File: src/cbm_pkg.sv
package cbm_pkg;

    // size defaults for the stores
    localparam int CBM_MAX_ROWS   = 128;
    localparam int CBM_MAX_COLS   = 128;
    localparam int CBM_MAX_KERNEL = 7;

    // fixed field widths
    localparam int REQ_W      = 2;
    localparam int COORD_W    = 7;
    localparam int VALUE_W    = 16;
    localparam int PROD_W     = 2 * VALUE_W;
    localparam int RESULT_W   = 40;
    localparam int STATUS_W   = 2;
    localparam int CFG_IDX_W  = 3;
    localparam int CFG_DATA_W = 8;
    localparam int IMG_DIM_W  = 8;
    localparam int KER_DIM_W  = 3;

    // request codes
    typedef enum logic [REQ_W-1:0] {
        REQ_COEF    = 2'd0,
        REQ_PIXEL   = 2'd1,
        REQ_COMPUTE = 2'd2
    } t_req;

    // border handling
    typedef enum logic [1:0] {
        BORDER_ZERO     = 2'd0,
        BORDER_CLAMP    = 2'd1,
        BORDER_MIRROR   = 2'd2,
        BORDER_PERIODIC = 2'd3
    } t_border;

    // result status codes
    typedef enum logic [STATUS_W-1:0] {
        STATUS_OK          = 2'd0,
        STATUS_EVEN_KERNEL = 2'd1,
        STATUS_OUTSIDE     = 2'd2
    } t_status;

    // configuration register indexes
    typedef enum logic [CFG_IDX_W-1:0] {
        CFG_IMAGE_ROWS  = 3'd0,
        CFG_IMAGE_COLS  = 3'd1,
        CFG_KERNEL_ROWS = 3'd2,
        CFG_KERNEL_COLS = 3'd3,
        CFG_BORDER_MODE = 3'd4
    } t_cfg_idx;

endpackage

File: src/cbm_ram.sv
module cbm_ram
    import cbm_pkg::*;
#(
    parameter int WIDTH = VALUE_W,
    parameter int DEPTH = CBM_MAX_KERNEL * CBM_MAX_KERNEL,
    localparam int AW   = (DEPTH > 1) ? $clog2(DEPTH) : 1
) (
    input  logic             i_clk,
    input  logic             i_we,
    input  logic [AW-1:0]    i_waddr,
    input  logic [WIDTH-1:0] i_wdata,
    input  logic [AW-1:0]    i_raddr,
    output logic [WIDTH-1:0] o_rdata
);

    logic [WIDTH-1:0] r_mem [DEPTH];
    logic [WIDTH-1:0] r_rdata;

    // one write port, one registered read port
    always_ff @(posedge i_clk) begin
        if (i_we) begin
            r_mem[i_waddr] <= i_wdata;
        end
        r_rdata <= r_mem[i_raddr];
    end

    assign o_rdata = r_rdata;

endmodule

File: config.mk
export PLATFORM = sky130hd
export DESIGN_NAME = cbm_ram
export DESIGN_NICKNAME = d
export VERILOG_FILES = /design/src/cbm_pkg.sv /design/src/cbm_ram.sv
export SDC_FILE = /design/constraint.sdc
export NUM_CORES = 1
export LEC_CHECK = 0
export BUFFER_PORTS_ARGS = -buffer_cell sky130_fd_sc_hd__buf_2
export CAP_MARGIN = 5
export CORE_ASPECT_RATIO = 0.7
export CORE_UTILIZATION = 40
export DETAILED_ROUTE_END_ITERATION = 12
export PLACE_DENSITY_LB_ADDON = 0.1
export SLEW_MARGIN = 20
export SYNTH_ARGS = -nofsm -noshare
export SYNTH_HDL_FRONTEND = slang
export SYNTH_SLANG_ARGS = --single-unit
File: constraint.sdc
create_clock -name i_clk -period 3 [get_ports i_clk]
set_input_delay 0.45 -clock i_clk [delete_from_list [all_inputs] [get_ports i_clk]]
set_output_delay 0.45 -clock i_clk [all_outputs]
set_load 0.05 [all_outputs]
## Word-level counts from Yosys, hierarchy flattened

Memory sizes are Yosys's and may differ from the RTL's. A register that Yosys moved wholly into a read port is not among the register bits.
Index checks and enable logic that the tools add are counted.

- Multiplexer cells: 2

Operators by type and width:

| kind | count |
|---|---|
| two-way mux 1 bit | 2 |

- Flip-flop bits (word level): 0
- Word-level logic and storage cells: 3
- Memory bits (writable): 784
- Memories kept: 1

Memory list:

| memory | depth | bits a word | rd ports | clocked after Yosys merged registers in | wr ports | RTL line | source |
|---|---|---|---|---|---|---|---|
| r_mem | 49 | 16 | 1 | 1 | 1 | cbm_ram.sv:16 | `logic [WIDTH-1:0] r_mem [DEPTH];` |

## Longest topological paths before layout

- Word-level depth: 2
- Mapped depth: 9
- Mapped depth without buffers: 5

## Worst setup path before layout

No wires, ideal clock.

- Path type: input to register
- Start point: in i_waddr[3]
- End point: mem r_mem[10][0] in the netlist's numbering (enable)
- Setup time: 388 ps
- Required time: 2,612 ps
- Arrival: 1,956 ps
- Path slack: 655 ps
- Path buffers: 2
- Stages on the path: 4
- Path through: clkbuf_1 or3b_2 clkbuf_1 nor2_1

RTL lines:

| item | RTL line | source |
|---|---|---|
| start: declaration | cbm_ram.sv:10 | `input logic [AW-1:0] i_waddr,` |
| end: declaration | cbm_ram.sv:16 |  |

No word-level cell before the write port.

==> reports/metrics.yaml <==
status: "finished clean"
hold_buffers: 0
dieArea_sq_um: 77400
setup_viol: 0
peakVddDrop_uv: 389
die_w_microns: 332
synth_area_sq_um: 30500
fin_cells: 2571
worst_pin_slew_ns: 1.11
cts_resized: 0
io_buffers: 45
dr.pass1.iters: 5
clock_sinks: 800
fin_nets: 1552
fin_util_pct: 46.8
ys_seq_elements: 800
arrival_ns: 2.81
netlist.area_leader.share_pct: 77.2
start_util_pct: 40.5
synth_largest_area_cell: "edfxtp_1"
fin_crit_ns: 2.34
drc: 0
timing.fmax_mhz: 428
yosysUniqueCellTypes: 34
hp-class: "input port to register"
drv_slew: 0
drive_above_1_share_pct: 32.5
synthCells: 1343
coreArea_sq_um: 75300
first_global_vias: 14400
drv_cap: 0
startpoint_type: "input port"
wirelength_microns: 78300
yosys-top-cells-area: "edfxtp_1, mux4_2, mux2i_1"
die_h_microns: 233
p_leak_nw: 11.2
hpwl_microns: 47800
required_ns: 3.47
cts_buffer_depth: 3
post_cts_buffers: 0
ys_seq_area_share_pct: 78.2
end_kind: "register"
grt_pass1_wl_microns: 110000
setup-tns-final_ns: 0
syn_avg_cell_area_sq_um: 22.7
power.density_nw_per_um2: 662
placed_cells_incl_taps: 2431
grt_max_degree: 50
wl_per_cell_microns: 30.5
path_max_fanout: 16
grt_usage_pct: 20.5
drt_iter0_markers: 1483
ios: 46
syn_to_final_growth_pct: 15.4
crit_type: "input port to register"
fp-row-count: 84
fillCellCount: 6209
syn-num-nets: 1373
slew_headroom_pct: 26.2
post-route-period-util_pct: 77.9
final_common_cell: "edfxtp_1"
fin_skew_ns: 0.0186
cts_tree: "done"
clkTransAtPathRegs_ns: 0.06
grt_overflow: 0
clk_latency_ns: 0.63
htree_levels: 3
gp_congestion: 0.817
avgViaCountPerCell: 5.55
num_vias: 14300
hold_violations: 0
layout_common_cells: "edfxtp_1, mux4_2, buf_4, clkbuf_16, mux2i_1"
yosysWarnings: 0
ant_nets: 0
rsz0062_at_grt: "false"
grt_antenna_before_repair: 5
cts_buffers: 77
cts-root-buf: "clkbuf_16"
[per-layer routing]
| layer | track usage (%) | vias up | part of all wire, % | wire length (microns) |
|---|---|---|---|---|
| met5 | 0 | - | 0 | 0 |
| met4 | 5.73 | 0 | 2.2 | 1750 |
| met3 | 5.73 | 103 | 7.8 | 6080 |
| met2 | 29.0 | 432 | 43 | 33300 |
| met1 | 31.0 | 7682 | 47 | 37200 |
| li1 | - | 6050 | - | - |
[worst max-delay path: stages]
cell and delay (ns):
buf_8 0.20, buf_12 0.19, buf_4 0.25, mux4_2 0.52
mux2i_1 0.18, o22ai_1 0.28, a211oi_1 0.54, o21ai_1 0.16
[cell type report]
cell class	count	area (sq um)	share of cell area, %
sequential	800	23900	67.8
multi-input combinational	472	6300	17.9
clock buffer	100	2100	5.95
timing repair buffer	171	1370	3.89
tap	989	1240	3.52
clock inverter	37	335	0.953
antenna	2	5.00	0.0142
[cells in the mapped netlist (all sizes together)]
| cell | number |
|---|---|
| o22ai | 17 |
| buf | 50 |
| a2111oi | 2 |
| and2 | 2 |
| or3b | 2 |
| or3 | 2 |
| clkbuf | 21 |
| nor2b | 5 |
| a211oi | 6 |
| o21ai | 21 |
| mux2 | 8 |
| edfxtp | 784 |
| or2 | 1 |
| a22oi | 21 |
| mux4 | 192 |
| nand2b | 5 |
| mux2i | 61 |
| o41ai | 3 |
| nand3 | 4 |
| nor2 | 66 |
| a21oi | 21 |
| nand4 | 6 |
| a211o | 3 |
| nand2 | 17 |
| nand3b | 4 |
| dfxtp | 16 |
| o22a | 3 |
[state kept, by name (all words and copies together) (netlist names)]
register  flops
o_rdata      16
r_mem       784
[stage by stage]
| step | cell area, sq um | worst slack (ns) | power [mW] | hold WS, ns |
|---|---|---|---|---|
| after floorplan | 30500 | 0.655 | 13.3 | 0.428 |
| after global placement | 32700 | -0.00750 | 14.0 | 0.448 |
| after detailed placement | 32700 | 0.00719 | 14.0 | 0.442 |
| after CTS | 35200 | 0.655 | 23.5 | 0.195 |
| after global routing | 35200 | 0.559 | 24.0 | 0.238 |
| final | 35200 | 0.662 | 23.3 | 0.248 |
[final timing paths]
kind,start,depth (start not counted),endpoint,slack [ns]
min reg2reg,r_mem[48][14],1,o_rdata[14],0.47
max,i_raddr[0],8,o_rdata[2],0.66
max reg2reg,r_mem[13][2],5,o_rdata[2],0.74
min,i_raddr[4],2,o_rdata[8],0.25
[cells by family after synthesis]
kind of cell	synth area share [%]
multiplexers	16.6
flip-flops	78.2
AND/OR/NAND/NOR	1.67
buffers and inverters	1.49
AO/OA/AOI/OAI	2.06
[report_power, final]
group | leakage, nW | internal (mW) | switching [mW]
clock network | 1.20 | 5.44 | 4.10
registers | 7.19 | 12.4 | 0.0579
logic | 2.84 | 0.473 | 0.856
total | 11.2 | 18.3 | 5.01
No activity file was read; power rests on OpenSTA's default activity.
