==> src/cbm_pkg.sv <==
package cbm_pkg;

    // size defaults for the stores
    localparam int CBM_MAX_ROWS   = 128;
    localparam int CBM_MAX_COLS   = 128;
    localparam int CBM_MAX_KERNEL = 7;

    // fixed field widths
    localparam int REQ_W      = 2;
    localparam int COORD_W    = 7;
    localparam int VALUE_W    = 16;
    localparam int PROD_W     = 2 * VALUE_W;
    localparam int RESULT_W   = 40;
    localparam int STATUS_W   = 2;
    localparam int CFG_IDX_W  = 3;
    localparam int CFG_DATA_W = 8;
    localparam int IMG_DIM_W  = 8;
    localparam int KER_DIM_W  = 3;

    // request codes
    typedef enum logic [REQ_W-1:0] {
        REQ_COEF    = 2'd0,
        REQ_PIXEL   = 2'd1,
        REQ_COMPUTE = 2'd2
    } t_req;

    // border handling
    typedef enum logic [1:0] {
        BORDER_ZERO     = 2'd0,
        BORDER_CLAMP    = 2'd1,
        BORDER_MIRROR   = 2'd2,
        BORDER_PERIODIC = 2'd3
    } t_border;

    // result status codes
    typedef enum logic [STATUS_W-1:0] {
        STATUS_OK          = 2'd0,
        STATUS_EVEN_KERNEL = 2'd1,
        STATUS_OUTSIDE     = 2'd2
    } t_status;

    // configuration register indexes
    typedef enum logic [CFG_IDX_W-1:0] {
        CFG_IMAGE_ROWS  = 3'd0,
        CFG_IMAGE_COLS  = 3'd1,
        CFG_KERNEL_ROWS = 3'd2,
        CFG_KERNEL_COLS = 3'd3,
        CFG_BORDER_MODE = 3'd4
    } t_cfg_idx;

endpackage

==> src/cbm_fold.sv <==
module cbm_fold
    import cbm_pkg::*;
#(
    parameter int FW    = 13,
    parameter int STEPS = 3
) (
    input  logic signed [FW-1:0] i_raw,
    input  logic signed [FW-1:0] i_n,
    input  t_border              i_mode,
    output logic signed [FW-1:0] o_idx,
    output logic                 o_skip
);

    logic signed [FW-1:0] m;
    logic signed [FW-1:0] period;

    // map a neighbor coordinate into the image, overshoot is at most STEPS
    always_comb begin
        m      = i_raw;
        period = i_n;
        o_idx  = i_raw;
        o_skip = 1'b0;
        if (i_raw < 0 || i_raw >= i_n) begin
            unique case (i_mode)
                BORDER_ZERO: begin
                    o_skip = 1'b1;
                    o_idx  = '0;
                end
                BORDER_CLAMP: begin
                    o_idx = (i_raw < 0) ? '0 : i_n - FW'(1);
                end
                BORDER_MIRROR, BORDER_PERIODIC: begin
                    period = (i_mode == BORDER_MIRROR) ? (i_n <<< 1) : i_n;
                    for (int k = 0; k < STEPS; k++) begin
                        if (m < 0) begin
                            m = m + period;
                        end else if (m >= period) begin
                            m = m - period;
                        end
                    end
                    if (i_mode == BORDER_MIRROR && m >= i_n) begin
                        o_idx = period - FW'(1) - m;
                    end else begin
                        o_idx = m;
                    end
                end
                default: begin
                    o_skip = 1'b1;
                    o_idx  = '0;
                end
            endcase
        end
    end

endmodule

==> config.mk <==
export PLATFORM = sky130hd
export DESIGN_NAME = cbm_fold
export DESIGN_NICKNAME = d
export VERILOG_FILES = /design/src/cbm_pkg.sv /design/src/cbm_fold.sv
export SDC_FILE = /design/constraint.sdc
export NUM_CORES = 1
export LEC_CHECK = 0
export ABC_AREA = 1
export BUFFER_PORTS_ARGS = -buffer_cell sky130_fd_sc_hd__buf_4
export CAP_MARGIN = 20
export CORE_ASPECT_RATIO = 2
export CORE_UTILIZATION = 45
export DETAILED_ROUTE_END_ITERATION = 8
export PLACE_DENSITY = 0.62
export SYNTH_ARGS = -nofsm -noshare
export SYNTH_HDL_FRONTEND = slang
export SYNTH_SLANG_ARGS = --single-unit
==> constraint.sdc <==
create_clock -name vclk -period 25.4
set_clock_uncertainty 0.1 [all_clocks]
set_input_delay 6.35 -clock vclk [all_inputs]
set_output_delay 6.35 -clock vclk [all_outputs]
set_load 0.1 [all_outputs]
Word-level counts from Yosys, hierarchy flattened
Index checks and enable logic that the tools add are counted.
- memory bits (read-only): 0
- word-level logic and storage cells: 43
- bits in latches: 0
- RAM bits: 0
- register bits after elaboration: 0
- memories kept: 0
- multipliers: 0
- shift operators: 0
- div/mod/pow operators: 0
- multiplexer cells: 19
- equality and inequality tests: 3
- reduce and logical (&&, ||, !) cells: 4
- order comparisons: 8
- $add $sub $neg: 9
- bitwise logic cells: 0
- operator list (operator ; number):
    2-to-1 mux 13 bit ; 16
    >= comparator 13 bit ; 5
    subtractor 13 bit ; 4
    adder 13 bit ; 3
    less-than comparator 13 x 1 -> 1 bit (second input constant) ; 3
    case mux 13 bit (3 select lines) ; 1
    subtractor 13 x 1 -> 13 bit (second input constant) ; 1
    subtractor 13 x 2 -> 13 bit (second input constant) ; 1
    == test 2 bit (second input constant) ; 2
    == test 2 x 1 -> 1 bit (second input constant) ; 1
    logical NOT 2 bit ; 1
    2-to-1 mux 1 bit ; 2
    OR reduction 2 bit ; 1
    logical AND 1 bit ; 1
    logical OR 1 bit ; 1

Depth between registers and ports, before layout
- depth in word-level cells: 22
- depth in mapped cells: 71

Least setup slack after synthesis
Ideal clock, no wire load.
- path type: input to output
- from: input port i_mode[0]
- to: output port o_idx[0]
- stages on the path: 58
- slack: 2816 ps
- buffers on the path: 4
- arrival time: 16134 ps
- data required time: 18950 ps
- path through: inv_1 -> nand2_2 -> o21ai_0 -> inv_1 -> ha_1 -> inv_1 -> ha_1 -> a31o_2 -> nand2_1 -> nand2_4 -> a21oi_1 -> inv_1 -> a21oi_1 -> xor2_1 -> o211ai_1 -> nand2_1 -> inv_1 -> ha_1 -> [22 not listed] -> nand2_1 -> nand3_1 -> nand2_2 -> inv_1 -> clkbuf_1 -> or2_1 -> a22o_1 -> ha_1 -> nand2_1 -> nor2_1 -> nand4_1 -> or4_1 -> o211ai_1 -> nand2_1 -> clkbuf_1 -> a21oi_1 -> o21ai_0 -> a22oi_1
- word-level cells in the longest chain between the ends: 22
- elaborated cells on any way between the ends: 36
- ends and longest elaborated chain (element ; line ; text):
    start, declared ; cbm_fold.sv:9 ; input t_border i_mode,
    == test 2 bit ; -- ;
    2-to-1 mux 13 bit ; cbm_fold.sv:33 ; period = (i_mode == BORDER_MIRROR) ? (i_n <<< 1) : i_n;
    subtractor 13 bit or >= comparator 13 bit (tied branches) ; cbm_fold.sv:38, cbm_fold.sv:37 ;
    2-to-1 mux 13 bit ; cbm_fold.sv:37 ; end else if (m >= period) begin
    2-to-1 mux 13 bit ; cbm_fold.sv:35 ; if (m < 0) begin
    2-to-1 mux 13 bit ; cbm_fold.sv:24 ; unique case (i_mode)
    2-to-1 mux 13 bit ; cbm_fold.sv:23 ; if (i_raw < 0 || i_raw >= i_n) begin
    subtractor 13 bit or >= comparator 13 bit (tied branches) ; cbm_fold.sv:38, cbm_fold.sv:37 ;
    [6 not listed] ; -- ;
    2-to-1 mux 13 bit ; cbm_fold.sv:35 ;
    2-to-1 mux 13 bit ; cbm_fold.sv:24 ;
    2-to-1 mux 13 bit ; cbm_fold.sv:23 ;
    >= comparator 13 bit ; cbm_fold.sv:41 ; if (i_mode == BORDER_MIRROR && m >= i_n) begin
    logical AND 1 bit ; cbm_fold.sv:41 ;
    2-to-1 mux 13 bit ; cbm_fold.sv:41 ;
    case mux 13 bit (3 select lines) * ; cbm_fold.sv:24 ;
    2-to-1 mux 13 bit * ; cbm_fold.sv:23 ;
    end, declared ; cbm_fold.sv:10 ; output logic signed [FW-1:0] o_idx,
Mark *: on every way between the ends. The rest lies on a longest branch, timed or not. The select of a mux whose other input is x is not followed.

Worst setup path after layout
- from: input port i_mode[0]
- to: output port o_idx[6]
Same word-level chain as after synthesis.

==> metrics <==
crit end category output pin; final instance area around 0.0067 mm^2; Worst Max-Slew Pin Slew 1040 ps; die area between 0.01 and 0.015 mm^2; DPL Wire Length 21.9 mm; max_slew headroom a little under a third; fillers 1526; vias per cell 5.97; outcome finished, violations left; CP Launch Type input port; kind of critical path input port to output pin; pin count of the biggest net entering global routing 26; worst hold path startpoint i_mode[0]; data arrival time of the worst path between 15000 and 20000 ps; port bufs 42; # DRC 2; synthesized cell area 0.00619 mm^2; cts hold-fix bufs 0; Critical Path Slowest Stage Cell o21ai_0; routability cong. 0.995; Setup-failing EPs final 0; syn_nets 1201; Worst Path Required 18950 ps; Initial Utilization 46.0%; Hold Crit Endpoint o_skip; post-CTS setup-driven buffer insertion count 0; first-pass GRT wire length 38.7 mm; worst hold path type input port to output pin; core area 0.0134 mm^2; failing checks design-rule violations; clock buf count 0; vias 7382; Site Rows 60; most frequent cell on the critical path nand2_1; share of cells above drive strength 1 10.2%; total grt overflow 0; gr usage total 35.7%; final-report hold violation count 0; met1 Use GR 31.8%; Synth warnings 0; Setup WS post-layout 1660 ps; antenna violations before repair 0; met3 GRT Util 2.84%; Syn-to-layout area delta 7.85%; number of global-route vias before repair 7360; Die Wd between 80 and 90 um; Place WS roughly 1900 ps; Max stage delay on crit path about 900 ps; RSZ-0062 raised after global routing no; Seq cells 0; Pins Over Slew Limit 0; total of max-cap violations 0; DRT Pass-1 Iters 7; DR WL/cell 20.8 um; Seq. cell area 0 um^2; CTS resizes 0; Mapped Avg Cell Area 5.88 um^2; Syn Inst Count 1052; sequential fraction of the synthesis area 0%; setup TNS 0 ps; drt initial violations between 300 and 400; antenna-violating nets left 0; busiest grt layer met2; maximum fanout along the worst path 25; Max Fclk 0.0421 GHz; placement-stage cell area 0.00667 mm^2; final WL roughly 26 mm; fin crit share between 90% and 100%; fin crit period 23740 ps; Ant. Diodes 0; Die H 168 um; Synth cell types 54; post-layout net count approximately 1.2k; post-layout util 49.7%; hold depth 3; I/O pin total 42; grt met2 use just under 70%
[per-layer routing]
metal,wire length [um],vias up
li1,-,3577
met1,8410,3384
met2,13100,281
met3,1040,140
met4,3160,0
met5,0,-
[Yosys cell counts, types with 2 or more instances]
library cell / count / area share, %
o21ai_0: 74 / 6.0
nor3_1: 18 / 1.5
nand3_1: 64 / 5.2
xnor2_1: 3 / 0.42
nand2_4: 8 / 1.5
nand3b_1: 2 / 0.24
a22oi_1: 4 / 0.49
nand2_1: 204 / 12
a21oi_1: 108 / 8.7
o21ai_1: 9 / 0.73
nand3_2: 6 / 0.97
nor2_1: 94 / 5.7
o31ai_1: 4 / 0.49
a211oi_1: 2 / 0.24
or2_1: 2 / 0.20
buf_4: 2 / 0.24
o21ai_2: 3 / 0.42
a221o_1: 2 / 0.32
o211ai_1: 10 / 1.2
a221oi_1: 4 / 0.57
o21bai_1: 12 / 1.5
a21boi_0: 2 / 0.24
clkbuf_1: 12 / 0.73
buf_2: 10 / 0.81
nand4_1: 18 / 1.8
o21a_1: 6 / 0.73
ha_1: 116 / 23
and2_1: 4 / 0.40
fa_1: 5 / 1.6
inv_2: 13 / 0.79
xor2_1: 47 / 6.7
nand2_2: 15 / 1.5
or2_2: 2 / 0.20
a31oi_1: 7 / 0.71
inv_1: 141 / 8.6
[cell type report]
type	instances	area, um^2	area share [%]
Inverter	156	588	8.81
Multi-Input combinational cell	871	5480	82.1
Tap cell	155	194	2.91
Timing Repair Buffer	55	413	6.19
[through the flow]
step,instances,hold WS (ps)
floorplan,1052,12940
detailed placement,1237,12960
global placement,1237,12960
global route,1237,12960
finish,1237,12960
CTS,1237,12960
[cell usage in the layout, fill, tap and decap left out, drive strengths merged, types with 2 or more instances in the layout]
master and instances:
a211oi 2, buf 55, xor2 48, o21ai 86, xnor2 3, o21bai 12
a31oi 7, a21boi 2, a21oi 108, ha 116, fa 5, a221oi 4
nor2 94, nor3 19, inv 155, a221o 2, nand4 18, or2 5
o31ai 4, o211ai 10, nand2 227, o21a 6, nand3 71, a22oi 4
nand3b 3, and2 5
[critical path, delay by kind of cell]
| kind | cells | cell delay (ps) |
|---|---|---|
| simple gates | 24 | 3640 |
| compound gates | 20 | 4220 |
| fa+ha+maj | 4 | 1390 |
| buf+inv | 10 | 1650 |
[kinds of logic after synthesis]
kind of cell,after synthesis,synth area share (%)
and+or+nand+nor,444,32.7
AOI/OAI and AO/OA,255,23.5
buffers and inverters,181,11.5
adders and majority gates,121,25.1
xor gates and xnor gates,51,7.34
[how the worst max path moves through the flow]
stage	from	end
global placement	i_mode[0]	o_idx[6]
CTS	i_mode[0]	o_idx[6]
detailed placement	i_mode[0]	o_idx[6]
global route	i_mode[0]	o_idx[6]
finish	i_mode[0]	o_idx[6]
floorplan	i_mode[0]	o_idx[0]
Power is left out: the tool's default activity adds up to more than one toggle a clock period on the data nets, which glitch-free logic cannot reach.
